### src/wefc_pkg.sv
// Package for the weight element format converter.
// Holds format codes, status codes and the shared payload widths.
// No dependencies; every other file in src depends on it.
package wefc_pkg;

    localparam int ELEM_W     = 32;
    localparam int FMT_W      = 3;
    localparam int STATUS_W   = 3;
    localparam int CFG_IDX_W  = 2;

    typedef logic [ELEM_W-1:0]   elem_t;
    typedef logic [FMT_W-1:0]    fmt_t;
    typedef logic [STATUS_W-1:0] status_t;
    typedef logic [CFG_IDX_W-1:0] cfg_idx_t;

    // Source format codes
    localparam fmt_t SRC_BF16  = 3'd0;
    localparam fmt_t SRC_F32   = 3'd1;
    localparam fmt_t SRC_E4M3  = 3'd2;
    localparam fmt_t SRC_E8M0  = 3'd3;
    localparam fmt_t SRC_INT8  = 3'd4;
    localparam fmt_t SRC_UINT8 = 3'd5;

    // Target format codes
    localparam fmt_t TGT_BF16   = 3'd0;
    localparam fmt_t TGT_F32    = 3'd1;
    localparam fmt_t TGT_E4M3FN = 3'd2;
    localparam fmt_t TGT_E8M0   = 3'd3;
    localparam fmt_t TGT_E2M1   = 3'd4;

    // Configuration register indexes
    localparam cfg_idx_t REG_SOURCE_FORMAT = 2'd0;
    localparam cfg_idx_t REG_TARGET_FORMAT = 2'd1;

    localparam fmt_t SOURCE_FORMAT_RST = SRC_F32;
    localparam fmt_t TARGET_FORMAT_RST = TGT_BF16;

    // Status codes
    localparam status_t ST_OK            = 3'd0;
    localparam status_t ST_NONFINITE     = 3'd1;
    localparam status_t ST_BF16_OVERFLOW = 3'd2;
    localparam status_t ST_E8M0_INEXACT  = 3'd3;
    localparam status_t ST_E8M0_NAN      = 3'd4;
    localparam status_t ST_E4M3_NAN      = 3'd5;
    localparam status_t ST_UNSUPPORTED   = 3'd6;

    localparam elem_t F32_TWO_POW_M127   = 32'h0040_0000;
    localparam elem_t F32_SIGN_MANT_MASK = 32'h807f_ffff;
    localparam elem_t BF16_ROUND_BIAS    = 32'h0000_7fff;

    typedef struct packed {
        fmt_t source_format;
        fmt_t target_format;
    } fmt_cfg_t;

    typedef struct packed {
        elem_t   result_bits;
        status_t status;
    } result_t;

endpackage

### src/wefc_if.sv
// Channel interfaces for the weight element format converter.
// Depends on wefc_pkg for payload types.

interface wefc_elem_if;
    logic                 valid;
    logic                 ready;
    wefc_pkg::elem_t      element_bits;

    modport source (output valid, output element_bits, input ready);
    modport sink   (input valid, input element_bits, output ready);
endinterface

interface wefc_result_if;
    logic                 valid;
    logic                 ready;
    wefc_pkg::elem_t      result_bits;
    wefc_pkg::status_t    status;

    modport source (output valid, output result_bits, output status, input ready);
    modport sink   (input valid, input result_bits, input status, output ready);
endinterface

interface wefc_cfg_if;
    logic                 valid;
    logic                 ready;
    wefc_pkg::cfg_idx_t   index;
    wefc_pkg::fmt_t       data;

    modport source (output valid, output index, output data, input ready);
    modport sink   (input valid, input index, input data, output ready);
endinterface

### src/weight_element_format_convert.sv
// Weight element format converter: input register, conversion logic, result register.
// Top level; depends on wefc_pkg, the wefc interfaces, wefc_cfg_regs and wefc_convert.
//
// Converts one raw weight element per transfer under the configured source and target
// formats and returns the converted bits with a status code. The block accepts one
// element every clock cycle unless the result is stalled, and holds two elements in
// flight; an element is held in the input register, goes through a single pass
// of conversion logic and lands in the result register. A stalled result holds both
// stages, and the input side stays open while the input stage is empty or moving.
// Configuration is sampled as an element passes through the conversion logic, so write
// it only while the block is empty. Nothing needs clearing after reset.
module weight_element_format_convert (
    input  logic           clk,
    input  logic           rst_n,
    wefc_cfg_if.sink       cfg,
    wefc_elem_if.sink      elem,
    wefc_result_if.source  result
);
    import wefc_pkg::*;

    fmt_cfg_t fmt_cfg;
    result_t  conv;

    logic     elem_valid_reg;
    elem_t    elem_reg;
    logic     res_valid_reg;
    result_t  res_reg;
    logic     res_load;
    logic     elem_load;

    wefc_cfg_regs u_cfg_regs (
        .clk     (clk),
        .rst_n   (rst_n),
        .cfg     (cfg),
        .fmt_cfg (fmt_cfg)
    );

    wefc_convert u_convert (
        .fmt_cfg (fmt_cfg),
        .raw     (elem_reg),
        .result  (conv)
    );

    // advance the input stage when the result stage is empty or its transfer completes
    assign res_load   = elem_valid_reg && (!res_valid_reg || result.ready);
    assign elem.ready = !elem_valid_reg || res_load;
    assign elem_load  = elem.valid && elem.ready;

    always_ff @(posedge clk or negedge rst_n)
    begin
        if (!rst_n)
        begin
            elem_valid_reg <= 1'b0;
            res_valid_reg  <= 1'b0;
        end
        else
        begin
            if (elem.ready)
                elem_valid_reg <= elem.valid;
            if (!res_valid_reg || result.ready)
                res_valid_reg <= elem_valid_reg;
        end
    end

    always_ff @(posedge clk)
    begin
        if (elem_load)
            elem_reg <= elem.element_bits;
        if (res_load)
            res_reg <= conv;
    end

    assign result.valid       = res_valid_reg;
    assign result.result_bits = res_reg.result_bits;
    assign result.status      = res_reg.status;

endmodule

### src/wefc_cfg_regs.sv
// Format configuration registers of the weight element format converter.
// Depends on wefc_pkg and the wefc_cfg_if interface.
module wefc_cfg_regs (
    input  logic                clk,
    input  logic                rst_n,
    wefc_cfg_if.sink            cfg,
    output wefc_pkg::fmt_cfg_t  fmt_cfg
);
    import wefc_pkg::*;

    fmt_t source_format_reg;
    fmt_t target_format_reg;
    logic write_en;

    assign cfg.ready = 1'b1;
    assign write_en  = cfg.valid;

    always_ff @(posedge clk or negedge rst_n)
    begin
        if (!rst_n)
        begin
            source_format_reg <= SOURCE_FORMAT_RST;
            target_format_reg <= TARGET_FORMAT_RST;
        end
        else if (write_en)
        begin
            // drop writes to indexes past the register list
            case (cfg.index)
                REG_SOURCE_FORMAT: source_format_reg <= cfg.data;
                REG_TARGET_FORMAT: target_format_reg <= cfg.data;
                default: ;
            endcase
        end
    end

    assign fmt_cfg.source_format = source_format_reg;
    assign fmt_cfg.target_format = target_format_reg;

endmodule

### src/wefc_convert.sv
// Combinational conversion and checking of one weight element.
// Depends on wefc_pkg.
module wefc_convert (
    input  wefc_pkg::fmt_cfg_t fmt_cfg,
    input  wefc_pkg::elem_t    raw,
    output wefc_pkg::result_t  result
);
    import wefc_pkg::*;

    fmt_t        src;
    fmt_t        tgt;
    logic        fp_src;
    logic        allowed;
    elem_t       bits;
    logic        nonfinite;
    elem_t       rnd_sum;
    logic [15:0] bf16_val;
    logic [7:0]  f32_exp;
    status_t     st;
    elem_t       value;

    assign src    = fmt_cfg.source_format;
    assign tgt    = fmt_cfg.target_format;
    assign fp_src = (src == SRC_BF16) || (src == SRC_F32);

    always_comb
    begin
        case (tgt)
            TGT_BF16, TGT_F32: allowed = fp_src;
            TGT_E4M3FN:        allowed = (src == SRC_E4M3);
            TGT_E8M0:          allowed = (src == SRC_E8M0) || (src == SRC_F32);
            TGT_E2M1:          allowed = (src == SRC_INT8) || (src == SRC_UINT8);
            default:           allowed = 1'b0;
        endcase
    end

    // widen BF16 to an F32 pattern, keep only the source's bytes otherwise
    always_comb
    begin
        if (src == SRC_F32)
            bits = raw;
        else if (src == SRC_BF16)
            bits = {raw[15:0], 16'h0000};
        else
            bits = {24'h000000, raw[7:0]};
    end

    assign nonfinite = fp_src && (bits[30:23] == 8'hff);
    assign rnd_sum   = bits + BF16_ROUND_BIAS + {31'd0, bits[16]};
    assign bf16_val  = rnd_sum[31:16];
    assign f32_exp   = bits[30:23];

    always_comb
    begin
        st    = ST_OK;
        value = '0;
        if (!allowed)
            st = ST_UNSUPPORTED;
        else if (nonfinite)
            st = ST_NONFINITE;
        else
        begin
            case (tgt)
                TGT_BF16:
                begin
                    if (bf16_val[14:7] == 8'hff)
                        st = ST_BF16_OVERFLOW;
                    else
                        value = {16'h0000, bf16_val};
                end
                TGT_F32:
                    value = bits;
                TGT_E8M0:
                begin
                    if (src == SRC_F32)
                    begin
                        // exact powers of two only; 2^-127 maps to code zero
                        if (bits == F32_TWO_POW_M127)
                            value = '0;
                        else if (((bits & F32_SIGN_MANT_MASK) == '0) && (f32_exp != 8'h00))
                            value = {24'h000000, f32_exp};
                        else
                            st = ST_E8M0_INEXACT;
                    end
                    else if (bits[7:0] == 8'hff)
                        st = ST_E8M0_NAN;
                    else
                        value = {24'h000000, bits[7:0]};
                end
                TGT_E4M3FN:
                begin
                    if (bits[6:0] == 7'h7f)
                        st = ST_E4M3_NAN;
                    else
                        value = {24'h000000, bits[7:0]};
                end
                TGT_E2M1:
                    value = {24'h000000, bits[7:0]};
                default:
                    st = ST_UNSUPPORTED;
            endcase
        end
    end

    assign result.result_bits = value;
    assign result.status      = st;

endmodule

### src/flat_wrapper.sv
// flat-port wrapper written by rule: the top's interface ports become plain ports
module weight_element_format_convert_flat import wefc_pkg::*;
  (clk, rst_n, cfg_valid, cfg_index, cfg_data, cfg_ready, elem_valid, elem_element_bits, elem_ready, result_valid, result_result_bits, result_status, result_ready);
  wefc_cfg_if cfg_i ();
  wefc_elem_if elem_i ();
  wefc_result_if result_i ();
  input  logic clk;
  input  logic rst_n;
  input wire logic [$bits(cfg_i.valid)-1:0] cfg_valid;
  input wire logic [$bits(cfg_i.index)-1:0] cfg_index;
  input wire logic [$bits(cfg_i.data)-1:0] cfg_data;
  output wire logic [$bits(cfg_i.ready)-1:0] cfg_ready;
  input wire logic [$bits(elem_i.valid)-1:0] elem_valid;
  input wire logic [$bits(elem_i.element_bits)-1:0] elem_element_bits;
  output wire logic [$bits(elem_i.ready)-1:0] elem_ready;
  output wire logic [$bits(result_i.valid)-1:0] result_valid;
  output wire logic [$bits(result_i.result_bits)-1:0] result_result_bits;
  output wire logic [$bits(result_i.status)-1:0] result_status;
  input wire logic [$bits(result_i.ready)-1:0] result_ready;
  assign cfg_i.valid = cfg_valid;
  assign cfg_i.index = cfg_index;
  assign cfg_i.data = cfg_data;
  assign cfg_ready = cfg_i.ready;
  assign elem_i.valid = elem_valid;
  assign elem_i.element_bits = elem_element_bits;
  assign elem_ready = elem_i.ready;
  assign result_valid = result_i.valid;
  assign result_result_bits = result_i.result_bits;
  assign result_status = result_i.status;
  assign result_i.ready = result_ready;
  weight_element_format_convert u_core (.clk(clk), .rst_n(rst_n), .cfg(cfg_i), .elem(elem_i), .result(result_i));
endmodule
### config.mk
export PLATFORM = sky130hd
export DESIGN_NAME = weight_element_format_convert_flat
export DESIGN_NICKNAME = d
export VERILOG_FILES = /design/src/wefc_pkg.sv /design/src/wefc_if.sv /design/src/weight_element_format_convert.sv /design/src/wefc_cfg_regs.sv /design/src/wefc_convert.sv /design/src/flat_wrapper.sv
export SDC_FILE = /design/constraint.sdc
export NUM_CORES = 1
export LEC_CHECK = 0
export BUFFER_PORTS_ARGS = -buffer_cell sky130_fd_sc_hd__buf_2
export CORE_UTILIZATION = 50
export DETAILED_ROUTE_END_ITERATION = 10
export GPL_ROUTABILITY_DRIVEN = 0
export HOLD_SLACK_MARGIN = 0.02
export PLACE_DENSITY = 0.78
export SYNTH_ARGS = -nofsm -noshare
export SYNTH_HDL_FRONTEND = slang
export SYNTH_SLANG_ARGS = --single-unit
export TNS_END_PERCENT = 1
### constraint.sdc
create_clock -name clk -period 2.5 [get_ports clk]
set_input_delay 0.125 -clock clk [delete_from_list [all_inputs] [get_ports clk]]
set_output_delay 0.125 -clock clk [all_outputs]
set_load 0.05 [all_outputs]
# Word-level counts from Yosys, hierarchy flattened
# Index checks and enable logic that the tools add are counted.
# classes
n_reduce_logical,21
n_mux,18
n_eq_ne,15
add_sub_neg,2
n_bitwise,1
# op_table
op,count
$pmux W32 S5,1
$mux W32,3
$add A32 B1 Y32,1
$add A32 B15 Y32 const B,1
$eq A32 B23 Y1 const B,1
$logic_not A32 Y1,1
$mux W8,4
$eq A8 B8 Y1 const B,3
$mux W16,1
$eq A3 B2 Y1 const B,4
$mux W3,4
$pmux W3 S4,1
$eq A3 B3 Y1 const B,3
$reduce_bool A8 Y1,1
$eq A7 B7 Y1 const B,1
$eq A3 B1 Y1 const B,2
$logic_not A3 Y1,2
$mux W2,3
$reduce_or A2 Y1,3
$logic_or A1 B1 Y1,5
$logic_and A1 B1 Y1,4
$pmux W1 S4,1
$reduce_and A2 Y1,2
$eq A2 B1 Y1 const B,1
3 further kinds,4
# word_totals
output_inout_bits,38
inputBits,42
regBits,75

# Logic depth before layout (Yosys ltp)
# Gate-level depths: netlist of the first run.
# logic_depth
word_depth,10
depth_mapped,10
ltp_nobuf,6

# Cells and area by module
# A second synthesis of the first run with hierarchy kept.
# hier_totals
hier_cells,347
area_unflattened_um2,4067.7
# by_module_without_submodules
module,area_per_inst_um2,cells_each,n_inst
weight_element_format_convert,2115.8,75,1
wefc_convert,1701.6,256,1
wefc_cfg_regs,250.2,16,1

# Worst setup path before layout of the first run
# No wires, ideal clock.
# synth_path
path_type,register to register
startpoint,register u_core.u_cfg_regs.source_format_reg[0]
endpoint,"register u_core.res_reg, in the netlist u_core.result.result_bits[15], data pin"
t_required_ps,2243
setup_slack_ps,-207
t_arrival_ps,2450
stages_incl_launch_ff,9
setup_time_ps,257
path_cell_list,dfstp_2 > buf_6 > buf_12 > mux2i_1 > or4b_4 > or3_4 > a211oi_2 > a21boi_2 > a32o_1
# synth_via
elab_chain_cells,8
word_cells_on_any_way,21
cone_classes,2 x add/sub; 7 x eq/ne; 5 x mux; 1 x bitwise; 6 x reduce/logical
# synth_lines
item,line_no,rtl
from (decl),wefc_cfg_regs.sv:11,fmt_t source_format_reg;
from (signal assigned),wefc_cfg_regs.sv:29,REG_SOURCE_FORMAT: source_format_reg <= cfg.data;
$logic_not A3 Y1,"wefc_convert.sv:24, wefc_convert.sv:42",
$mux W32,wefc_convert.sv:42,else if (src == SRC_BF16)
$mux W32,wefc_convert.sv:40,if (src == SRC_F32)
$add A32 B15 Y32,wefc_convert.sv:49,"assign rnd_sum = bits + BF16_ROUND_BIAS + {31'd0, bits[16]};"
$add A32 B1 Y32,wefc_convert.sv:49,
$eq A8 B8 Y1,wefc_convert.sv:66,if (bf16_val[14:7] == 8'hff)
$mux W16,wefc_convert.sv:66,
$pmux W32 S5,wefc_convert.sv:63,case (tgt)
to (signal assigned),weight_element_format_convert.sv:70,res_reg <= conv;
to (decl),weight_element_format_convert.sv:27,result_t res_reg;
# Parallel ways exist; a longest one is shown, timed or not.
# A chain may end at the register's enable or synchronous reset.

# Final worst setup path of the first run
# layout_path
startpoint,register u_core.u_cfg_regs.source_format_reg[0]
endpoint,"register u_core.res_reg, in the netlist u_core.result.result_bits[9], data pin"
# Same word-level chain as after synthesis.

==> qor.yml, run 1 <==
drt:
  drt_iter0_drc: 606
  drc: 0
  vias: 3643
  wl_per_cell_um: 18.82
  wirelength_mm: 11.67
  antenna_left: 0
  routed_via_density: 5.876
  drt_first_pass_iters: 6
sta:
  layout_setup_ws_ns: -0.2959
  period_share: 1.118
  finClkSkew_ns: 0.01311
  fmax_mhz: 357.7
  min_period_ns: 2.796
  slew_viol_final: 0
  max_slew.worst_pin.slew_ns: 0.5283
  holdWs_ns: 0.02717
  setup_tns_ns: -7.880
  timing.slew.headroom: 0.6441
  hold_viol: 0
  rsz0062_at_grt: "true"
  setup_viol: 35
global_route:
  grt_usage: 0.2756
  antenna_found_initial: 0
  grt_pass1_vias: 3497
  grt_pass1_wl_mm: 17.14
  grt_max_degree: 36
  globalRouteOverflowTotal: 0
cells_and_area:
  antennaDiodeCount: 0
  drive_gt1_frac: 0.4299
  syn2layout_area_growth_pct: 48.06
  nNetsFinal: 558
yosys:
  synth_seq_cells: 75
  synth_edf_count: 67
  yosys_warnings: 0
  netlist_instances: 323
  synthArstFlopShare: 0.1067
  synth_nets: 365
  synth_area_per_cell_um2: 11.99
  synth.distinct_cells: 61
  yosysSeqAreaShare: 0.5718
  ys.flop_type: "edfxtp_1"
  synth_area_mm2: 0.003871
clock_network:
  clock_tree.htree_level_count: 3
  clk_path_buf_depth: 2
  worst_skew_pair.late_latency_ns: 0.35
  numCtsBuffers: 9
  clk_pin_slew_ns: 0.08
  clock-sinks: 75
  root_buffer: "clkbuf_8"
  cts_tree: "done"
worst_setup_path:
  crit_top_cell: "buf_4"
  cp_data_arrival_time_ns: 2.90
  critical_path.slowest_cell: "dfstp_4"
  critPathRequiredTime_ns: 2.60
  worstSetupStartpointType: "flip-flop"
  endpoint_kind: "flip-flop"
  crit_chain: "buf_12 -> buf_6 -> mux2i_2 -> buf_4 -> or3_4 -> nor4_4 -> buf_4 -> nor3_2 -> a21boi_2 -> buf_4 -> a32o_1"
  critPathMaxStageDelay_ns: 0.65
  cp_max_fo: 4
  crit_type: "reg -> reg"
job:
  max_cap_viol_count: 0
pwr:
  powerDensity_mw_per_mm2: 694.3
  ir_worst_vdd_mv: 0.4400
  internal_power_mw: 2.703
  switchingPower_mw: 1.276
  p_clk_frac: 0.272
  pwr-share-comb: 0.335
  pwr-share-seq: 0.393
  swShare: 0.3207
  leakagePower_nw: 2.313
  power_mw: 3.979
floorplanning:
  fp.dieH_um: 89.99
  core-area_mm2: 0.007370
  io_pins: 80
  die_area_mm2: 0.008098
  fp.dieW_um: 89.99
  row_count: 31
  initial_core_util: 0.5253
placed_design:
  io_buffers: 78
  dp_hpwl_mm: 7.524
  dp_slack_ns: -0.3733
status:
  failed_checks: "setup timing"
  status: "finished with violations"
hold_path:
  hold_class: "in -> reg"
[layout make-up]
| class | count | area [um2] |
|---|---|---|
| Tap cell | 99 | 123.9 |
| Clock inverter | 7 | 106.4 |
| Multi-Input combinational cell | 226 | 1695 |
| Clock buffer | 9 | 123.9 |
| Sequential cell | 75 | 2217 |
| Timing Repair Buffer | 199 | 1446 |
| Fill cell | 444 | 1638 |
| Inverter | 5 | 18.77 |
[layer usage]
| metal | share of wire | global-route usage | vias to the layer above |
|---|---|---|---|
| met5 | 0 | 0 | - |
| met4 | 0.049 | 0.1546 | 0 |
| li1 | - | - | 1635 |
| met1 | 0.38 | 0.3456 | 1672 |
| met3 | 0.10 | 0.06176 | 54 |
| met2 | 0.47 | 0.4436 | 282 |
[power by group through the flow]
stage	clock network (mW)	registers, mW	logic (mW)
detailed placement	0	1.59	1.10
finish	1.08	1.57	1.33
floorplan	0	1.74	0.534
CTS	1.08	1.56	1.22
global route	1.15	1.58	1.39
global placement	0	1.59	1.08
[critical path: cells and delay by family (launching register included)]
family	cells	cell delay (ns)
flip-flops	1	0.65
multiplexers	1	0.07
AO/OA/AOI/OAI	2	0.39
AND/OR/NAND/NOR	3	0.72
buffers and inverters	5	0.70
[kinds of logic after synthesis]
group                  Yosys count  share of synthesized area
AO/OA/AOI/OAI                   64                     0.1273
XOR/XNOR                        12                    0.02909
buffers and inverters           22                    0.03038
flip-flops                      75                     0.5718
multiplexers                    23                    0.06206
other                            1                  0.0009687
AND/OR/NAND/NOR                126                     0.1784
[cell usage after synthesis, types with 2 or more instances]
cell / instances / area, um2
nand3_1: 6 / 30.03
a21o_1: 7 / 52.55
a21oi_1: 10 / 50.05
edfxtp_1: 67 / 2012
nor4_1: 7 / 43.79
clkbuf_1: 9 / 33.78
or3b_2: 2 / 17.52
nor2b_1: 2 / 12.51
mux2_2: 8 / 90.09
o221ai_1: 2 / 17.52
a32o_1: 8 / 80.08
nand4_1: 5 / 31.28
nand2b_1: 12 / 75.07
o211ai_1: 5 / 37.54
xnor2_1: 7 / 61.31
nand3b_1: 2 / 15.01
nor2_1: 34 / 127.6
nand2_1: 17 / 63.81
a221o_1: 5 / 50.05
or4_1: 5 / 37.54
a211oi_1: 3 / 22.52
mux2i_1: 15 / 150.1
dfrtp_1: 7 / 175.2
and2_1: 3 / 18.77
inv_1: 5 / 18.77
or3_1: 5 / 31.28
a22o_1: 2 / 17.52
buf_4: 2 / 15.01
xor2_1: 4 / 35.03
nor3_1: 15 / 75.07
buf_2: 3 / 15.01
o21ai_0: 9 / 45.04
o41ai_1: 2 / 17.52
[per-stage QoR]
| stage | util | instance area (um2) | instances |
|---|---|---|---|
| 2_1_floorplan | - | 3890 | 323 |
| 3_3_place_gp | 0.6652 | 4902 | 560 |
| 3_5_place_dp | 0.6652 | 4902 | 560 |
| 4_1_cts | 0.7640 | 5630 | 617 |
| 5_1_grt | 0.7778 | 5732 | 620 |
| 6_report | 0.7778 | 5732 | 620 |
[layout by cell type, fill, tap and decap left out, types with 4 or more instances in the layout]
| cell | synthesis | routed |
|---|---|---|
| buf_6 | 1 | 6 |
| buf_4 | 2 | 77 |
| xor2_1 | 4 | 4 |
| a21oi_1 | 10 | 6 |
| nand2b_1 | 12 | 12 |
| o211ai_1 | 5 | 5 |
| dfrtp_1 | 7 | 7 |
| a221o_1 | 5 | 5 |
| mux2i_1 | 15 | 8 |
| or4_1 | 5 | 4 |
| nor3_2 | 0 | 4 |
| edfxtp_1 | 67 | 67 |
| a21o_1 | 7 | 7 |
| buf_2 | 3 | 78 |
| xnor2_1 | 7 | 7 |
| mux2i_4 | 0 | 4 |
| nand3_1 | 6 | 6 |
| nor4_1 | 7 | 6 |
| o21ai_0 | 9 | 8 |
| clkbuf_8 | 0 | 9 |
| a21oi_2 | 0 | 4 |
| dlygate4sd3_1 | 0 | 35 |
| a32o_1 | 8 | 7 |
| inv_1 | 5 | 5 |
| nand2_1 | 17 | 16 |
| mux2_2 | 8 | 8 |
| nor2_1 | 34 | 31 |
| nor3_1 | 15 | 11 |
| or3_4 | 1 | 4 |
| nand4_1 | 5 | 5 |
[worst paths after layout]
check	startpoint	endpoint	slack (ns)	cells after the start
max in group asynchronous	rst_n	u_core.u_cfg_regs.source_format_reg[0]$_DFFE_PN1P_	2.11	2
min reg2reg	u_core.elem_valid_reg$_DFFE_PN0N_	u_core.result.valid$_DFFE_PN0P_	0.49	1
max	u_core.u_cfg_regs.source_format_reg[0]$_DFFE_PN1P_	u_core.result.result_bits[9]$_SDFFCE_PP0P_	-0.30	11
min in group asynchronous	rst_n	u_core.elem_valid_reg$_DFFE_PN0N_	0.15	2
max reg2reg	u_core.u_cfg_regs.source_format_reg[0]$_DFFE_PN1P_	u_core.result.result_bits[9]$_SDFFCE_PP0P_	-0.30	11
min	cfg_data[0]	u_core.u_cfg_regs.target_format_reg[0]$_DFFE_PN0P_	0.03	2
[what timing repair did]
action,CTS,global route
pin swaps,6,16
resized for setup,21,18
endpoints found under the setup margin,35,35
setup buffers,6,4
hold buffers,35,0
hold endpoints to repair,42,0
(Power assumes the default switching activity.)
==> inputs of run 2 (changes only) <==
--- a/config.mk
+++ b/config.mk
@@ -5,12 +5,12 @@
 export SDC_FILE = /design/constraint.sdc
 export NUM_CORES = 1
 export LEC_CHECK = 0
-export BUFFER_PORTS_ARGS = -buffer_cell sky130_fd_sc_hd__buf_2
-export CORE_UTILIZATION = 50
+export CORE_UTILIZATION = 55
 export DETAILED_ROUTE_END_ITERATION = 10
+export DONT_BUFFER_PORTS = 1
 export GPL_ROUTABILITY_DRIVEN = 0
 export HOLD_SLACK_MARGIN = 0.02
-export PLACE_DENSITY = 0.78
+export PLACE_DENSITY_LB_ADDON = 0.25
 export SYNTH_ARGS = -nofsm -noshare
 export SYNTH_HDL_FRONTEND = slang
 export SYNTH_SLANG_ARGS = --single-unit
==> run 2 against run 1 <==
The run still ends with setup timing left. Wire length shrank 3.5%. Clock-buffer cell count increased by 2. Sequential cell count unchanged. First-iteration DRC count decreased by 33%. Combinational power fell by 23%. Cell count decreased by 12%. Register-to-register slack got worse by 0.04 ns. Hold slack better by 0.075 ns. Critical path depth shrank 4. Worst setup slack lost 0.042 ns. Power fell by 7.7%. Clock skew rose by 0.0018 ns. Critical endpoint is now u_core.result.status[1]$_SDFFCE_PN1P_. Largest cell class unchanged.
==> qor.yml, run 2 (synthesis gave the netlist of run 1 again) <==
status:
  status: "finished with violations"
  failed_checks: "setup timing"
sta:
  rsz0062_at_grt: "true"
  fmax_mhz: 352.4
  finClkSkew_ns: 0.01488
  hold_viol: 0
  layout_setup_ws_ns: -0.3379
  period_share: 1.135
  max_slew.worst_pin.slew_ns: 0.6394
  slew_viol_final: 0
  min_period_ns: 2.838
  setup_viol: 18
  timing.slew.headroom: 0.5737
  setup_tns_ns: -3.976
clock_network:
  cts_tree: "done"
  clock_tree.htree_level_count: 3
  numCtsBuffers: 9
  root_buffer: "clkbuf_8"
  clock-sinks: 75
  clk_pin_slew_ns: 0.09
  clk_path_buf_depth: 2
  worst_skew_pair.late_latency_ns: 0.35
global_route:
  globalRouteOverflowTotal: 0
  grt_max_degree: 36
  grt_pass1_vias: 3208
  antenna_found_initial: 0
  grt_usage: 0.3003
  grt_pass1_wl_mm: 16.32
hold_path:
  hold_class: "in -> reg"
  hold_end: "u_core.u_cfg_regs.target_format_reg[0]$_DFFE_PN0P_"
  hold_depth: 2
  min-delay-start: "cfg_valid"
worst_setup_path:
  critPathRequiredTime_ns: 2.57
  worstSetupStartpointType: "flip-flop"
  endpoint_kind: "flip-flop"
  crit_type: "reg -> reg"
  cp_data_arrival_time_ns: 2.91
  cp_max_fo: 7
  r2r_start: "u_core.u_cfg_regs.source_format_reg[0]$_DFFE_PN1P_"
  r2r_end: "u_core.result.status[1]$_SDFFCE_PN1P_"
  regToRegSetupSlack_ns: -0.34
  reg2regPathDepth: 7
floorplanning:
  die_area_mm2: 0.007378
  fp.dieH_um: 85.90
  core-area_mm2: 0.006794
  row_count: 30
  initial_core_util: 0.5698
  fp.dieW_um: 85.90
  io_pins: 80
drt:
  drc: 0
  wl_met3_um: 990
  vias: 3333
  drt_first_pass_iters: 7
  routed-wl-met2_mm: 5.447
  antenna_left: 0
  routed_via_density: 6.138
  wl_per_cell_um: 20.74
  drt_iter0_drc: 405
  drt-met1-wl_mm: 4.409
  wirelength_mm: 11.26
  maxUsedRoutingLayer: "met4"
job:
  max_cap_viol_count: 0
placed_design:
  place_inst: 481
  dp_hpwl_mm: 7.005
  io_buffers: 0
cells_and_area:
  syn2layout_area_growth_pct: 37.39
  drive_gt1_frac: 0.3221
  final_common_cell: "buf_4"
  antennaDiodeCount: 0
  nNetsFinal: 484
  layout_common_cells: "76 x buf_4, 67 x edfxtp_1, 38 x dlygate4sd3_1"
  stdcell_count: 543
  fin_util: 0.7829
pwr:
  leakagePower_nw: 2.020
  powerDensity_mw_per_mm2: 690.4
  power_mw: 3.672
  ir_worst_vdd_mv: 0.4776
## run 2: worst max path at each step
stage,to,slack [ns],start,cells past startpoint
global placement,u_core.result.result_bits[5]$_SDFFCE_PP0P_,-0.17,u_core.u_cfg_regs.source_format_reg[0]$_DFFE_PN1P_,8
detailed placement,u_core.result.result_bits[2]$_SDFFCE_PP0P_,-0.26,u_core.u_cfg_regs.source_format_reg[0]$_DFFE_PN1P_,8
CTS,u_core.result.result_bits[2]$_SDFFCE_PP0P_,-0.20,u_core.u_cfg_regs.source_format_reg[0]$_DFFE_PN1P_,7
finish,u_core.result.status[1]$_SDFFCE_PN1P_,-0.34,u_core.u_cfg_regs.source_format_reg[0]$_DFFE_PN1P_,7
global route,u_core.result.status[1]$_SDFFCE_PN1P_,-0.38,u_core.u_cfg_regs.source_format_reg[0]$_DFFE_PN1P_,7
floorplan,u_core.result.result_bits[15]$_SDFFCE_PP0P_,-0.15,u_core.u_cfg_regs.source_format_reg[0]$_DFFE_PN1P_,9
## run 2: report_power, final
| group | total, mW | switching (mW) | internal (mW) |
|---|---|---|---|
| clock | 0.890 | 0.467 | 0.423 |
| sequential | 1.75 | 0.255 | 1.50 |
| combinational | 1.03 | 0.544 | 0.487 |
## run 2: metrics by stage
stage	worst slack, ns	cell area [um2]	hold slack [ns]
detailed placement	-0.2600	4511	-0.1704
CTS	-0.2002	5192	0.07885
global placement	-0.1710	4511	-0.1704
finish	-0.3379	5319	0.1019
global route	-0.3814	5319	0.1027
floorplan	-0.1455	3890	-0.1706
## run 2: critical path, stage by stage, from the launching register on
cell and delay, ns:
dfstp_2 0.66, buf_6 0.14, mux2i_4 0.07, or4_4 0.56, or3_4 0.46, o31a_1 0.28
o211ai_1 0.25, o211ai_1 0.15
## run 2: what timing repair did
item	4_1_cts	5_1_grt
pin swaps	15	11
setup endpoints to repair	34	34
hold endpoints to repair	48	0
gates resized for setup	18	22
hold buffers	38	0
buffers inserted	3	6
## run 2: routing by layer
layer | track usage | up-vias
li1 | - | 1485
met1 | 0.3679 | 1578
met2 | 0.5007 | 228
met3 | 0.08277 | 42
met4 | 0.1273 | 0
met5 | 0 | -
## run 2: layout make-up
type	instances	area (um2)
fillers	382	1475
clock buffers	11	152.6
flip-flops and latches	75	2213
inverters	5	18.77
well taps	96	120.1
clock inverters	5	35.03
multi-input cells	226	1695
repair buffers	125	1084
